===== config.mk =====
export PLATFORM = sky130hd
export DESIGN_NAME = pid_position_motor_drive
export DESIGN_NICKNAME = d
export VERILOG_FILES = /design/src/hw/rtl/pdrv_pkg.sv /design/src/hw/rtl/pdrv_divstep.sv /design/src/hw/rtl/pid_position_motor_drive.sv
export SDC_FILE = /design/constraint.sdc
export NUM_CORES = 2
export LEC_CHECK = 0
export BUFFER_PORTS_ARGS = -buffer_cell sky130_fd_sc_hd__buf_2
export CAP_MARGIN = 20
export CORE_MARGIN = 1
export CORE_UTILIZATION = 50
export CTS_CLUSTER_DIAMETER = 200
export DETAILED_ROUTE_END_ITERATION = 16
export GPL_TIMING_DRIVEN = 0
export PLACE_DENSITY_LB_ADDON = 0.1
export REMOVE_ABC_BUFFERS = 1
export SETUP_SLACK_MARGIN = 0.1
export SKIP_LAST_GASP = 1
export SLEW_MARGIN = 10
export SYNTH_ARGS = -nofsm -noshare
export SYNTH_HDL_FRONTEND = slang
export SYNTH_SLANG_ARGS = --single-unit

===== constraint.sdc =====
create_clock -name clk -period 14.5 [get_ports clk]
set_input_delay 2.175 -clock clk [delete_from_list [all_inputs] [get_ports clk]]
set_output_delay 2.175 -clock clk [all_outputs]
set_load 0.005 [all_outputs]

===== src/hw/rtl/pdrv_pkg.sv =====
// Shared constants, types and the microcode table of the PID position drive.
package pdrv_pkg;

	// Loop constants
	localparam int COUNTS_PER_TURN = 1050;
	localparam int FRAC_BITS       = 16;
	localparam int ANGLE_MUL       = 360;
	localparam int ERR_DIV         = 500;
	localparam int DERIV_MUL       = 500;
	localparam int DEAD_DEG        = 6;
	localparam int DRIVE_MAX       = 255;

	// Field and datapath widths
	localparam int CNT_W      = 32;
	localparam int GAIN_W     = 24;
	localparam int MIN_W      = 8;
	localparam int DRV_W      = 9;
	localparam int DUTY_W     = 8;
	localparam int INT_W      = 48;
	localparam int OPA_W      = 48;
	localparam int HALF_W     = 24;
	localparam int PP_W       = HALF_W + GAIN_W;
	localparam int PROD_W     = OPA_W + GAIN_W;
	localparam int PSAT_W     = 61;
	localparam int ACC_W      = 64;
	localparam int SUM_SHIFT  = FRAC_BITS + 16;
	localparam int CFG_IDX_W  = 8;

	// Angle numerator |count|*360, scaled by 2^FRAC_BITS before the divide
	localparam int MAG_W      = CNT_W + $clog2(ANGLE_MUL);
	localparam int NUM_W      = MAG_W + FRAC_BITS;
	localparam int DVD_W      = ((NUM_W + 3) / 4) * 4;
	localparam int ANG_DIGITS = DVD_W / 4;
	localparam int ERR_DIGITS = CNT_W / 4;
	localparam int DIG_W      = $clog2(ANG_DIGITS);
	localparam int EW         = DVD_W + 2;
	localparam int DIV_MAX    = (COUNTS_PER_TURN > ERR_DIV) ? COUNTS_PER_TURN : ERR_DIV;
	localparam int REM_W      = $clog2(DIV_MAX);
	localparam int XW         = REM_W + 4;

	localparam logic [CNT_W-1:0]  DEAD_LIM = CNT_W'(DEAD_DEG << FRAC_BITS);
	localparam logic [PSAT_W-1:0] PROD_LIM = PSAT_W'(1) << 60;

	// Configuration register indexes
	localparam logic [CFG_IDX_W-1:0] REG_KP  = CFG_IDX_W'(0);
	localparam logic [CFG_IDX_W-1:0] REG_KI  = CFG_IDX_W'(1);
	localparam logic [CFG_IDX_W-1:0] REG_KD  = CFG_IDX_W'(2);
	localparam logic [CFG_IDX_W-1:0] REG_MIN = CFG_IDX_W'(3);

	localparam logic [GAIN_W-1:0] KP_RESET  = GAIN_W'(65536);
	localparam logic [GAIN_W-1:0] KI_RESET  = GAIN_W'(0);
	localparam logic [GAIN_W-1:0] KD_RESET  = GAIN_W'(655);
	localparam logic [MIN_W-1:0]  MIN_RESET = MIN_W'(255);

	// Microcode fields
	typedef enum logic [3:0] {
		OP_IDLE, OP_NOP, OP_MUL_LO, OP_MUL_HI, OP_MUL_ADD, OP_DIV_LD_ANG,
		OP_DIV_LD_ERR, OP_DIV_STEP, OP_ERR, OP_INTEG, OP_ACC, OP_DONE
	} op_t;

	typedef enum logic [2:0] {B_360, B_500, B_KP, B_KI, B_KD} bsel_t;

	typedef enum logic [2:0] {LD_NONE, LD_ERR, LD_INTEG, LD_DIFF, LD_PROD} ld_t;

	typedef enum logic {DV_CPT, DV_500} dv_t;

	typedef enum logic [2:0] {J_NEXT, J_ALWAYS, J_NO_ITEM, J_DIV_BUSY, J_OUT_BUSY} cond_t;

	localparam int UC_LEN = 28;
	localparam int STEP_W = $clog2(UC_LEN);

	localparam logic [STEP_W-1:0] ST_IDLE  = STEP_W'(0);
	localparam logic [STEP_W-1:0] ST_DIV_A = STEP_W'(5);
	localparam logic [STEP_W-1:0] ST_DIV_E = STEP_W'(8);
	localparam logic [STEP_W-1:0] ST_DONE  = STEP_W'(26);

	typedef struct packed {
		op_t               op;
		bsel_t             bsel;
		ld_t               ld;
		dv_t               dv;
		cond_t             cond;
		logic [STEP_W-1:0] tgt;
	} ucw_t;

	// Result of one radix-16 division step
	typedef struct packed {
		logic [3:0]       digit;
		logic [REM_W-1:0] rem;
	} dstep_t;

	function automatic ucw_t uw(op_t op, bsel_t bsel, ld_t ld, dv_t dv, cond_t cond,
			logic [STEP_W-1:0] tgt);
		ucw_t w;
		w.op   = op;
		w.bsel = bsel;
		w.ld   = ld;
		w.dv   = dv;
		w.cond = cond;
		w.tgt  = tgt;
		return w;
	endfunction

	// Control program: angle, error, integral, derivative, then the three products
	function automatic ucw_t uc_rom(logic [STEP_W-1:0] s);
		ucw_t w;
		case (s)
			0:  w = uw(OP_IDLE,       B_360, LD_NONE,  DV_CPT, J_NO_ITEM,  ST_IDLE);
			1:  w = uw(OP_MUL_LO,     B_360, LD_NONE,  DV_CPT, J_NEXT,     ST_IDLE);
			2:  w = uw(OP_MUL_HI,     B_360, LD_NONE,  DV_CPT, J_NEXT,     ST_IDLE);
			3:  w = uw(OP_MUL_ADD,    B_360, LD_NONE,  DV_CPT, J_NEXT,     ST_IDLE);
			4:  w = uw(OP_DIV_LD_ANG, B_360, LD_NONE,  DV_CPT, J_NEXT,     ST_IDLE);
			5:  w = uw(OP_DIV_STEP,   B_360, LD_NONE,  DV_CPT, J_DIV_BUSY, ST_DIV_A);
			6:  w = uw(OP_ERR,        B_360, LD_NONE,  DV_CPT, J_NEXT,     ST_IDLE);
			7:  w = uw(OP_DIV_LD_ERR, B_360, LD_NONE,  DV_500, J_NEXT,     ST_IDLE);
			8:  w = uw(OP_DIV_STEP,   B_360, LD_NONE,  DV_500, J_DIV_BUSY, ST_DIV_E);
			9:  w = uw(OP_INTEG,      B_360, LD_DIFF,  DV_CPT, J_NEXT,     ST_IDLE);
			10: w = uw(OP_MUL_LO,     B_500, LD_NONE,  DV_CPT, J_NEXT,     ST_IDLE);
			11: w = uw(OP_MUL_HI,     B_500, LD_NONE,  DV_CPT, J_NEXT,     ST_IDLE);
			12: w = uw(OP_MUL_ADD,    B_500, LD_NONE,  DV_CPT, J_NEXT,     ST_IDLE);
			13: w = uw(OP_NOP,        B_500, LD_PROD,  DV_CPT, J_NEXT,     ST_IDLE);
			14: w = uw(OP_MUL_LO,     B_KD,  LD_NONE,  DV_CPT, J_NEXT,     ST_IDLE);
			15: w = uw(OP_MUL_HI,     B_KD,  LD_NONE,  DV_CPT, J_NEXT,     ST_IDLE);
			16: w = uw(OP_MUL_ADD,    B_KD,  LD_NONE,  DV_CPT, J_NEXT,     ST_IDLE);
			17: w = uw(OP_ACC,        B_KD,  LD_ERR,   DV_CPT, J_NEXT,     ST_IDLE);
			18: w = uw(OP_MUL_LO,     B_KP,  LD_NONE,  DV_CPT, J_NEXT,     ST_IDLE);
			19: w = uw(OP_MUL_HI,     B_KP,  LD_NONE,  DV_CPT, J_NEXT,     ST_IDLE);
			20: w = uw(OP_MUL_ADD,    B_KP,  LD_NONE,  DV_CPT, J_NEXT,     ST_IDLE);
			21: w = uw(OP_ACC,        B_KP,  LD_INTEG, DV_CPT, J_NEXT,     ST_IDLE);
			22: w = uw(OP_MUL_LO,     B_KI,  LD_NONE,  DV_CPT, J_NEXT,     ST_IDLE);
			23: w = uw(OP_MUL_HI,     B_KI,  LD_NONE,  DV_CPT, J_NEXT,     ST_IDLE);
			24: w = uw(OP_MUL_ADD,    B_KI,  LD_NONE,  DV_CPT, J_NEXT,     ST_IDLE);
			25: w = uw(OP_ACC,        B_KI,  LD_NONE,  DV_CPT, J_NEXT,     ST_IDLE);
			26: w = uw(OP_DONE,       B_360, LD_NONE,  DV_CPT, J_OUT_BUSY, ST_DONE);
			27: w = uw(OP_NOP,        B_360, LD_NONE,  DV_CPT, J_ALWAYS,   ST_IDLE);
			default: w = uw(OP_NOP,   B_360, LD_NONE,  DV_CPT, J_ALWAYS,   ST_IDLE);
		endcase
		return w;
	endfunction

endpackage


===== src/hw/rtl/pdrv_divstep.sv =====
// One radix-16 step of restoring division by a constant divisor.
module pdrv_divstep (
	input  logic [pdrv_pkg::REM_W-1:0] rem,
	input  logic [3:0]                 nib,
	input  pdrv_pkg::dv_t              dv,
	output pdrv_pkg::dstep_t           res
);
	import pdrv_pkg::*;

	logic [XW-1:0] x;
	logic [XW-1:0] mlt [16];
	logic [XW-1:0] sub;
	logic [3:0]    dig;

	assign x = {rem, nib};

	// Form the sixteen divisor multiples, zero to fifteen times the selected divisor
	always_comb begin
		for (int k = 0; k < 16; k++) begin
			if (dv == DV_CPT) begin
				mlt[k] = XW'(k * COUNTS_PER_TURN);
			end else begin
				mlt[k] = XW'(k * ERR_DIV);
			end
		end
	end

	// Pick the largest multiple that fits and subtract it
	always_comb begin
		dig = 4'd0;
		sub = mlt[0];
		for (int k = 1; k < 16; k++) begin
			if (x >= mlt[k]) begin
				dig = 4'(k);
				sub = mlt[k];
			end
		end
		res.digit = dig;
		res.rem   = REM_W'(x - sub);
	end

endmodule


===== src/hw/rtl/pid_position_motor_drive.sv =====
// PID position drive: step counter, microcode table and shared datapath.
//
// Usage: one transfer on the input channel carries an encoder count, a target
// angle (signed Q16.16 degrees) and a homed flag. An item with homed low is
// taken and produces nothing. A homed item runs the control program: one
// 24x24 multiplier used in low-half, high-half and add passes for the angle,
// derivative and gain products, and a radix-16 constant divider for the
// angle conversion (15 digits) and the integral step (8 digits).
// A new item is taken only once the program for the previous one has finished.
// The input channel is ready only while the sequencer sits at its first step.
// The result sits in an output register; the next item is taken and worked on
// while it waits, and the sequencer holds at its final step only if the
// previous result has still not been taken.
// Configuration: cfg_index selects kp_gain, ki_gain, kd_gain or min_drive,
// cfg_data carries the value; writing ki_gain clears the integral. Other
// indexes are ignored. cfg_ready is always high.
// Reset: gains return to their defaults, integral and previous error clear,
// the output channel empties and the sequencer returns to its first step.
module pid_position_motor_drive (
	input  logic                               clk,
	input  logic                               arst_n,
	input  logic                               in_valid,
	output logic                               in_ready,
	input  logic signed [pdrv_pkg::CNT_W-1:0]  encoder_count,
	input  logic signed [pdrv_pkg::CNT_W-1:0]  target_position,
	input  logic                               homed,
	output logic                               out_valid,
	input  logic                               out_ready,
	output logic signed [pdrv_pkg::DRV_W-1:0]  drive,
	output logic [pdrv_pkg::DUTY_W-1:0]        duty_a,
	output logic [pdrv_pkg::DUTY_W-1:0]        duty_b,
	output logic signed [pdrv_pkg::CNT_W-1:0]  position_error,
	output logic                               in_deadband,
	input  logic                               cfg_valid,
	output logic                               cfg_ready,
	input  logic [pdrv_pkg::CFG_IDX_W-1:0]     cfg_index,
	input  logic [pdrv_pkg::GAIN_W-1:0]        cfg_data
);
	import pdrv_pkg::*;

	// Sequencer and configuration
	logic [STEP_W-1:0]       step_q;
	logic [STEP_W-1:0]       step_d;
	ucw_t                    uw_c;
	logic                    jump;
	logic [GAIN_W-1:0]       kp_q, ki_q, kd_q;
	logic [MIN_W-1:0]        mn_q;

	// Datapath registers
	logic signed [CNT_W-1:0] cnt_q, tgt_q;
	logic [OPA_W-1:0]        opa_q;
	logic                    opneg_q;
	logic [PP_W-1:0]         pp_q;
	logic [PROD_W-1:0]       prod_q;
	logic [ACC_W-1:0]        acc_q;
	logic [DVD_W-1:0]        dvd_q;
	logic [REM_W-1:0]        rem_q;
	logic [DIG_W-1:0]        dig_q;
	logic signed [CNT_W-1:0] err_q;
	logic signed [INT_W-1:0] integ_q;
	logic signed [CNT_W-1:0] prev_q;

	// Output register
	logic                    out_valid_q;
	logic signed [DRV_W-1:0] drive_q;
	logic [DUTY_W-1:0]       duty_a_q, duty_b_q;
	logic signed [CNT_W-1:0] perr_q;
	logic                    dead_q;

	// Combinational values
	logic                    take_in;
	logic                    out_free;
	logic                    done_go;
	logic [GAIN_W-1:0]       bval;
	logic [HALF_W-1:0]       mul_a;
	logic [PP_W-1:0]         mul_p;
	dstep_t                  dres;
	logic [CNT_W-1:0]        err_mag;
	logic [EW-1:0]           tgt_x, ang_x, ef;
	logic                    ef_ovf;
	logic [CNT_W-1:0]        err_sat;
	logic [INT_W:0]          isum;
	logic [INT_W-1:0]        integ_new;
	logic [CNT_W:0]          diff;
	logic [CNT_W:0]          diff_mag;
	logic [INT_W-1:0]        integ_mag;
	logic [PSAT_W-1:0]       psat;
	logic [ACC_W-1:0]        sum_mag;
	logic [ACC_W-1:0]        dmag;
	logic [DUTY_W-1:0]       dval;
	logic                    dead_c;
	logic                    zero_c;

	assign uw_c      = uc_rom(step_q);
	assign in_ready  = (uw_c.op == OP_IDLE);
	assign cfg_ready = 1'b1;
	assign take_in   = in_valid && in_ready && homed;
	assign out_free  = !out_valid_q || out_ready;
	assign done_go   = (uw_c.op == OP_DONE) && out_free;

	// Choose the next step: fall through or take the row's jump
	always_comb begin
		case (uw_c.cond)
			J_NEXT:     jump = 1'b0;
			J_ALWAYS:   jump = 1'b1;
			J_NO_ITEM:  jump = !take_in;
			J_DIV_BUSY: jump = (dig_q != '0);
			J_OUT_BUSY: jump = !out_free;
			default:    jump = 1'b1;
		endcase
		step_d = jump ? uw_c.tgt : STEP_W'(step_q + STEP_W'(1));
	end

	// Multiplier operands: one half of the magnitude against the selected factor
	always_comb begin
		case (uw_c.bsel)
			B_360:   bval = GAIN_W'(ANGLE_MUL);
			B_500:   bval = GAIN_W'(DERIV_MUL);
			B_KP:    bval = kp_q;
			B_KI:    bval = ki_q;
			B_KD:    bval = kd_q;
			default: bval = kp_q;
		endcase
		mul_a = (uw_c.op == OP_MUL_HI) ? opa_q[OPA_W-1:HALF_W] : opa_q[HALF_W-1:0];
		mul_p = PP_W'(mul_a) * PP_W'(bval);
	end

	pdrv_divstep u_divstep (
		.rem (rem_q),
		.nib (dvd_q[DVD_W-1 -: 4]),
		.dv  (uw_c.dv),
		.res (dres)
	);

	// Error: target minus signed angle, saturated to 32 bits
	always_comb begin
		err_mag = err_q[CNT_W-1] ? CNT_W'(-err_q) : CNT_W'(err_q);
		tgt_x   = EW'(tgt_q);
		ang_x   = EW'(dvd_q);
		ef      = cnt_q[CNT_W-1] ? EW'(tgt_x + ang_x) : EW'(tgt_x - ang_x);
		ef_ovf  = !((&ef[EW-1:CNT_W-1]) || !(|ef[EW-1:CNT_W-1]));
		if (ef_ovf) begin
			err_sat = ef[EW-1] ? {1'b1, {(CNT_W-1){1'b0}}} : {1'b0, {(CNT_W-1){1'b1}}};
		end else begin
			err_sat = ef[CNT_W-1:0];
		end
	end

	// Integral step with 48-bit saturation, and the error difference
	always_comb begin
		if (err_q[CNT_W-1]) begin
			isum = (INT_W+1)'(integ_q) - (INT_W+1)'(dvd_q[CNT_W-1:0]);
		end else begin
			isum = (INT_W+1)'(integ_q) + (INT_W+1)'(dvd_q[CNT_W-1:0]);
		end
		if (isum[INT_W] != isum[INT_W-1]) begin
			integ_new = isum[INT_W] ? {1'b1, {(INT_W-1){1'b0}}} : {1'b0, {(INT_W-1){1'b1}}};
		end else begin
			integ_new = isum[INT_W-1:0];
		end
		diff      = (CNT_W+1)'(err_q) - (CNT_W+1)'(prev_q);
		diff_mag  = diff[CNT_W] ? (CNT_W+1)'(-diff) : diff;
		integ_mag = integ_q[INT_W-1] ? INT_W'(-integ_q) : INT_W'(integ_q);
		psat      = (prod_q > PROD_W'(PROD_LIM)) ? PROD_LIM : prod_q[PSAT_W-1:0];
	end

	// Drive: truncate the sum, apply stiction floor, clamp and deadband
	always_comb begin
		sum_mag = acc_q[ACC_W-1] ? ACC_W'(-acc_q) : acc_q;
		dmag    = sum_mag >> SUM_SHIFT;
		if (dmag == '0) begin
			dval = '0;
		end else if (dmag >= ACC_W'(DRIVE_MAX)) begin
			dval = DUTY_W'(DRIVE_MAX);
		end else if (dmag[DUTY_W-1:0] < mn_q) begin
			dval = mn_q;
		end else begin
			dval = dmag[DUTY_W-1:0];
		end
		dead_c = (err_mag < DEAD_LIM);
		zero_c = dead_c || (dval == '0);
	end

	// Hold the step counter and the output register
	always_ff @(posedge clk or negedge arst_n) begin
		if (!arst_n) begin
			step_q      <= ST_IDLE;
			out_valid_q <= 1'b0;
		end else begin
			step_q <= step_d;
			if (done_go) begin
				out_valid_q <= 1'b1;
			end else if (out_ready) begin
				out_valid_q <= 1'b0;
			end
		end
	end

	// Load the result payload when the final step completes its transfer slot
	always_ff @(posedge clk) begin
		if (done_go) begin
			perr_q <= err_q;
			dead_q <= dead_c;
			if (zero_c) begin
				drive_q  <= '0;
				duty_a_q <= DUTY_W'(1);
				duty_b_q <= DUTY_W'(1);
			end else if (acc_q[ACC_W-1]) begin
				drive_q  <= DRV_W'(dval);
				duty_a_q <= dval;
				duty_b_q <= '0;
			end else begin
				drive_q  <= -DRV_W'(dval);
				duty_a_q <= '0;
				duty_b_q <= dval;
			end
		end
	end

	// Configuration registers and loop state
	always_ff @(posedge clk or negedge arst_n) begin
		if (!arst_n) begin
			kp_q    <= KP_RESET;
			ki_q    <= KI_RESET;
			kd_q    <= KD_RESET;
			mn_q    <= MIN_RESET;
			integ_q <= '0;
			prev_q  <= '0;
		end else begin
			if (uw_c.op == OP_INTEG) begin
				integ_q <= integ_new;
				prev_q  <= err_q;
			end
			if (done_go && dead_c) begin
				integ_q <= '0;
			end
			if (cfg_valid && cfg_ready) begin
				case (cfg_index)
					REG_KP:  kp_q <= cfg_data;
					REG_KI: begin
						ki_q    <= cfg_data;
						integ_q <= '0;
					end
					REG_KD:  kd_q <= cfg_data;
					REG_MIN: mn_q <= cfg_data[MIN_W-1:0];
					default: ;
				endcase
			end
		end
	end

	// Datapath: one operation per control word
	always_ff @(posedge clk) begin
		case (uw_c.op)
			OP_IDLE: begin
				if (take_in) begin
					cnt_q   <= encoder_count;
					tgt_q   <= target_position;
					opa_q   <= OPA_W'($unsigned(encoder_count[CNT_W-1] ?
						CNT_W'(-encoder_count) : CNT_W'(encoder_count)));
					opneg_q <= 1'b0;
					acc_q   <= '0;
				end
			end
			OP_MUL_LO: pp_q <= mul_p;
			OP_MUL_HI: begin
				prod_q <= PROD_W'(pp_q);
				pp_q   <= mul_p;
			end
			OP_MUL_ADD: prod_q <= prod_q + {pp_q, {HALF_W{1'b0}}};
			OP_DIV_LD_ANG: begin
				dvd_q <= DVD_W'({prod_q[MAG_W-1:0], {FRAC_BITS{1'b0}}});
				rem_q <= '0;
				dig_q <= DIG_W'(ANG_DIGITS - 1);
			end
			OP_DIV_LD_ERR: begin
				dvd_q <= {err_mag, {(DVD_W-CNT_W){1'b0}}};
				rem_q <= '0;
				dig_q <= DIG_W'(ERR_DIGITS - 1);
			end
			OP_DIV_STEP: begin
				dvd_q <= {dvd_q[DVD_W-5:0], dres.digit};
				rem_q <= dres.rem;
				dig_q <= DIG_W'(dig_q - DIG_W'(1));
			end
			OP_ERR: err_q <= err_sat;
			OP_ACC: begin
				if (opneg_q) begin
					acc_q <= acc_q - ACC_W'(psat);
				end else begin
					acc_q <= acc_q + ACC_W'(psat);
				end
			end
			default: ;
		endcase

		// Operand loads for the next multiply pass
		case (uw_c.ld)
			LD_ERR: begin
				opa_q   <= OPA_W'(err_mag);
				opneg_q <= err_q[CNT_W-1];
			end
			LD_INTEG: begin
				opa_q   <= OPA_W'(integ_mag);
				opneg_q <= integ_q[INT_W-1];
			end
			LD_DIFF: begin
				opa_q   <= OPA_W'(diff_mag);
				opneg_q <= diff[CNT_W];
			end
			LD_PROD: opa_q <= prod_q[OPA_W-1:0];
			default: ;
		endcase
	end

	assign out_valid      = out_valid_q;
	assign drive          = drive_q;
	assign duty_a         = duty_a_q;
	assign duty_b         = duty_b_q;
	assign position_error = perr_q;
	assign in_deadband    = dead_q;

endmodule


After elaboration in Yosys (flattened, before gate mapping)
Memory sizes are Yosys's and may differ from the RTL's.
Cells that the tools add are included.

storage, ports and cells
  memories kept = 1
  register bits after elaboration = 628
  input bits = 102
  memory bits (read-only) = 608
  output and inout port bits = 61
  word-level logic and storage cells = 218

memory list
  memory           depth  bits a word  read ports  clocked after memory_dff  wr ports  RTL line         RTL
  (no name shown)  32     19           1           0                         0         pdrv_pkg.sv:107  case (s)

operators by class
  multiply operators = 1
  reductions and logical operators = 41
  multiplexer cells = 86
  $lt $le $gt $ge = 19
  add/subtract/negate cells = 17
  bitwise gates (word level) = 1
  equality and inequality tests = 25

operator list
  operator                                              count
  two-way mux 48 bit                                    9
  two-way mux 64 bit                                    3
  one-hot mux 48 bit (4 select lines)                   1
  one-hot mux 60 bit (3 select lines)                   1
  two-way mux 11 bit                                    16
  one-hot mux 72 bit (2 select lines)                   1
  two-way mux 32 bit                                    4
  one-hot mux 64 bit (2 select lines)                   1
  >= comparator 15 x 14 -> 1 bit                        8
  two-way mux 14 bit                                    8
  one-hot mux 24 bit (4 select lines)                   1
  adder 72 bit                                          1
  > comparator 72 x 61 -> 1 bit, second input constant  1
  adder 64 x 61 -> 64 bit                               1
  logical NOT 64 bit                                    1
  negator 32 bit                                        2
  negator 64 bit                                        1
  subtractor 64 x 61 -> 64 bit                          1
  adder 32 x 61 -> 62 bit                               1
  two-way mux 62 bit                                    1
  subtractor 32 x 61 -> 62 bit                          1
  two-way mux 61 bit                                    1
  >= comparator 15 x 13 -> 1 bit                        4
  two-way mux 13 bit                                    4
  54 further kinds                                      117

Logic depth before layout (Yosys ltp)
An unclocked memory read counts as a cell.

  depth after elaboration = 20
  gate-level depth with buffers = 42
  gate-level depth less buffers = 37

Modules after synthesis
A second synthesis with hierarchy kept.

unflattened totals
  cells, all modules = 7731
  area total of the unflattened synthesis = 66508.8 um^2

modules (own cells, without submodules)
  module                    cells each  area an instance (um^2)  seq. area each (um^2)  instances
  pid_position_motor_drive  7360        64042.7                  17115.2                1
  pdrv_divstep              371         2466.1                   0.0                    1

Worst setup path before layout
No wires, ideal clock.

  kind = register to register
  start = reg step_q[2]
  end = reg pp_q[44] (data pin)
  slack = 4.662 ns
  arrival time = 9.580 ns
  period minus slack after synthesis = 9.838 ns
  setup time = 0.258 ns
  cell stages (with the launch flop) = 41
  path buffers = 6
  data required time = 14.242 ns
  path through = dfrtp_1 clkbuf_1 inv_1 clkbuf_1 ha_1 nor2_1 mux4_2 clkbuf_1 nor2_1 nand2_1 inv_2 clkbuf_1 nand2_1 nand2_1 clkbuf_1 nand2_1 fa_1 inv_1 [5 not listed] fa_1 fa_1 inv_1 fa_1 inv_1 ha_1 clkbuf_1 a21o_1 a21oi_1 nor2b_1 a2111oi_0 nor4_1 o21bai_1 a311oi_1 o21ai_0 nand2b_1 a21oi_1 xnor2_1

between the ends
  cells in the longest elaborated chain, start to end = 4
  elaborated cells between the ends (all ways) = 9
  those cells by class = 1 x mul; 4 x eq/ne; 2 x mux; 1 x reduce/logical; 1 x memory

ends and longest elaborated chain
  element                                                                    RTL line                                                          RTL
  start, declared                                                            pid_position_motor_drive.sv:42                                    logic [STEP_W-1:0] step_q;
  start signal, assigned                                                     pid_position_motor_drive.sv:190                                   step_q <= step_d;
  memory (32 x 19 bit) *                                                     n/a
  == test 3 bit, or another cell as far along                                pid_position_motor_drive.sv:116                                   case (uw_c.bsel)
  one-hot mux 24 bit (4 select lines) or two-way mux 24 bit (tied branches)  pid_position_motor_drive.sv:116, pid_position_motor_drive.sv:124
  multiplier 24 x 24 -> 48 bit *                                             pid_position_motor_drive.sv:125                                   mul_p = PP_W'(mul_a) * PP_W'(bval);
  via mul_p[44]                                                              pid_position_motor_drive.sv:76                                    logic [PP_W-1:0] mul_p;
  end signal, assigned                                                       pid_position_motor_drive.sv:265                                   OP_MUL_LO: pp_q <= mul_p;
  end signal, assigned                                                       pid_position_motor_drive.sv:268                                   pp_q <= mul_p;
  end, declared                                                              pid_position_motor_drive.sv:53                                    logic [PP_W-1:0] pp_q;

The timed path passes the listed nets; every way through them passes the cells marked *.
A chain may end at the register's enable or synchronous reset.

Worst setup path after layout
Same ends and word-level chain as after synthesis.

==> results.md <==
* Outcome: complete, no violations
* DRT Wirelength at 227000 µm
* Share of layout cells above drive strength 1 at 7.91%
* Skew final at 36.5 ps
* TritonCTS clock tree: done
* Drt via density at 6.10
* Worst min path class: flop to flop
* Clock Latency Late Sink at 700 ps
* RSZ-0062 raised after global routing: false
* H-tree Lvls at 3
* Crit path buf inv count at 8
* Die height at 366 µm
* Yosys warnings at 0
* # DRC at 0
* Final count of hold timing violations at 0
* Ys async rst share at 27.8%
* Number of setup buffers added after CTS at 0
* CTS Sinks at 597
* Post-route ant nets at 0
* Crit path capture type: flop
* Worst EP arrival at 13380 ps
* Clock root buffer: clkbuf_16
* Post-synthesis cell type count at 101
* Die area at 0.134 mm²
* Reg clk slew, reported paths at 60 ps
* Cell Rows at 133
* Fmax at 77.4 MHz
* Fin crit period at 12920 ps
* Wl on met1 at 100000 µm
* Top delay family on crit path: adder cells
* Synthesized flop and latch total at 597
* WL met3 at 21100 µm
* Pre-CTS worst setup slack at 1860 ps
* Detailed placement HPWL at 179000 µm
* Main flop type after synthesis: edfxtp_1
* DR iter-0 viols at 6156
* Core ar. at 0.131 mm²
* Number of global-route vias before repair at 54.6k
* Fillers at 12.2k
* Initial antenna violation count at 19
* Endpoints failing setup at 0
* Share of the yosys chip area belonging to registers at 25.8%
* CP Launch Type: flop
* Post-synthesis cell area at 0.0662 mm²
* Post-route setup slack at 1580 ps
* DRT Pass-1 Iters at 9
* Max Root-Sink Buffers at 3
* Largest stage delay, worst path at 940 ps
* Post-synth EDFFs at 431
* Worst setup path category: flop to flop
* Post-layout util at 54.9%
* Worst path slowest cell: a2111oi_0
* Worst Tran Pin Value at 1230 ps
* Slew Viols, Final at 0
* Max-Cap Viols at 0
* Hold_ws at 504 ps
* First-pass GRT wire length at 341000 µm
* Post_cts resized at 0
* Drt wl/cell at 24.0 µm
* Mapped Cells at 7650
* Crit path max fanout at 48
* Die width at 366 µm
* CTS Buf Count at 74
* Commonest cells after routing, fill and taps aside: nor2_1, nand2_1, inv_1
* Hold Buf Count CTS at 0
* I/O pin cnt at 163
* Synthesis-to-finish area growth at 8.98%
* Met2 wire length at 97300 µm
* Initial core utilization at 50.4%
* Number of vias in the routed layout at 57.8k
* Commonest non-fill, non-tap cell in the layout: nor2_1
* Max Used Layer: met5
* RD Place Congestion at 1.02
* Port Buffers at 161
* Final period utilization at 89.1%
* Synth Area per Inst at 8.66 µm²
* Critical path data required time at 14950 ps
* Worst slew margin at 17.2%
* Layout Nets at 8719
* Total track usage at 33.4%
* Total congestion overflow at 0
* Largest net degree at the start of global routing at 87
## synth_stat cells, types with 54 or more instances
master,count,share of area [%]
inv_1,721,4.1
a21o_1,175,2.0
a21oi_1,440,3.3
nor2_1,877,5.0
o21ai_0,463,3.5
xor2_1,269,3.6
ha_1,489,9.2
o21bai_1,54,0.61
o31ai_1,62,0.70
clkbuf_1,294,1.7
mux2i_1,54,0.82
nand2b_1,74,0.70
dfrtp_1,151,5.7
a31oi_1,68,0.64
edfxtp_1,431,20
fa_1,488,15
a211oi_1,73,0.83
mux2_2,89,1.5
or3_1,62,0.59
nor3_1,140,1.1
nand3_1,123,0.93
and2_1,92,0.87
xnor2_1,260,3.4
nor4_1,69,0.65
nand2_1,857,4.9
## worst register-to-register path, delay by kind of cell, from the launching register on
kind	cells	cell delay [ps]
AND/OR/NAND/NOR	9	2620
multiplexers	1	870
flip-flops	1	870
adder cells (fa/ha/maj)	9	3960
AO/OA/AOI/OAI	7	2370
buffers and inverters	8	1910
XOR/XNOR	1	80
## through the flow
stage / setup TNS, ps / instance area (µm²) / instances
final: 0 / 72200 / 9468
after global placement: -399 / 68000 / 9241
after detailed placement: 0 / 69500 / 9311
after global routing: 0 / 72100 / 9458
after floorplan: 0 / 65000 / 7325
after CTS: 0 / 72000 / 9449
## flip-flops by register name, indices dropped and copies added (netlist names), 24 cells and up
| register | cells |
|---|---|
| acc_q | 64 |
| dvd_q | 60 |
| err_q | 32 |
| integ_q | 48 |
| kd_q | 24 |
| ki_q | 24 |
| kp_q | 24 |
| opa_q | 48 |
| position_error | 32 |
| pp_q | 48 |
| prev_q | 32 |
| prod_q | 72 |
| tgt_q | 32 |
## kinds of logic after synthesis
logic type | after synthesis | synth area share [%]
mux | 145 | 2.40
simple gates | 2606 | 18.0
xor+xnor | 529 | 7.00
buf+inv | 1050 | 5.98
flops | 597 | 25.8
compound gates | 1744 | 16.8
fa+ha+maj | 978 | 24.0
other cells | 1 | 0.00566
## layer usage
metal	vias to the layer above	global-route usage, %
met5	-	0
met4	10	11.8
met3	405	6.15
met2	2382	49.8
met1	28400	48.5
li1	26600	-
## layout make-up
type	count	area (µm²)	share of cell area, %
Inverter	725	2720	3.77
Antenna cell	11	27.5	0.0381
Sequential cell	597	17100	23.7
Clock inverter	45	502	0.695
Multi-Input combinational cell	6003	45600	63.2
Timing Repair Buffer	239	2000	2.78
Tap cell	1755	2200	3.04
Clock buffer	93	2000	2.77
## path summary, 6_finish.rpt
| check | start | end | cells past startpoint | slack (ps) |
|---|---|---|---|---|
| setup / recovery | step_q[2]$_DFF_PN0_ | pp_q[44]$_DFFE_PP_ | 35 | 1580 |
| hold reg to reg | ki_q[21]$_DFFE_PN0P_ | ki_q[21]$_DFFE_PN0P_ | 1 | 500 |
| max in group asynchronous | arst_n | prev_q[0]$_DFFE_PN0N_ | 2 | 12050 |
| setup reg to reg | step_q[2]$_DFF_PN0_ | pp_q[44]$_DFFE_PP_ | 35 | 1580 |
| min in group asynchronous | arst_n | ki_q[0]$_DFFE_PN0P_ | 1 | 1480 |
| hold / removal | ki_q[21]$_DFFE_PN0P_ | ki_q[21]$_DFFE_PN0P_ | 1 | 500 |
Power is left out: the tool's default activity adds up to more than one toggle a clock period on the data nets, which glitch-free logic cannot reach.
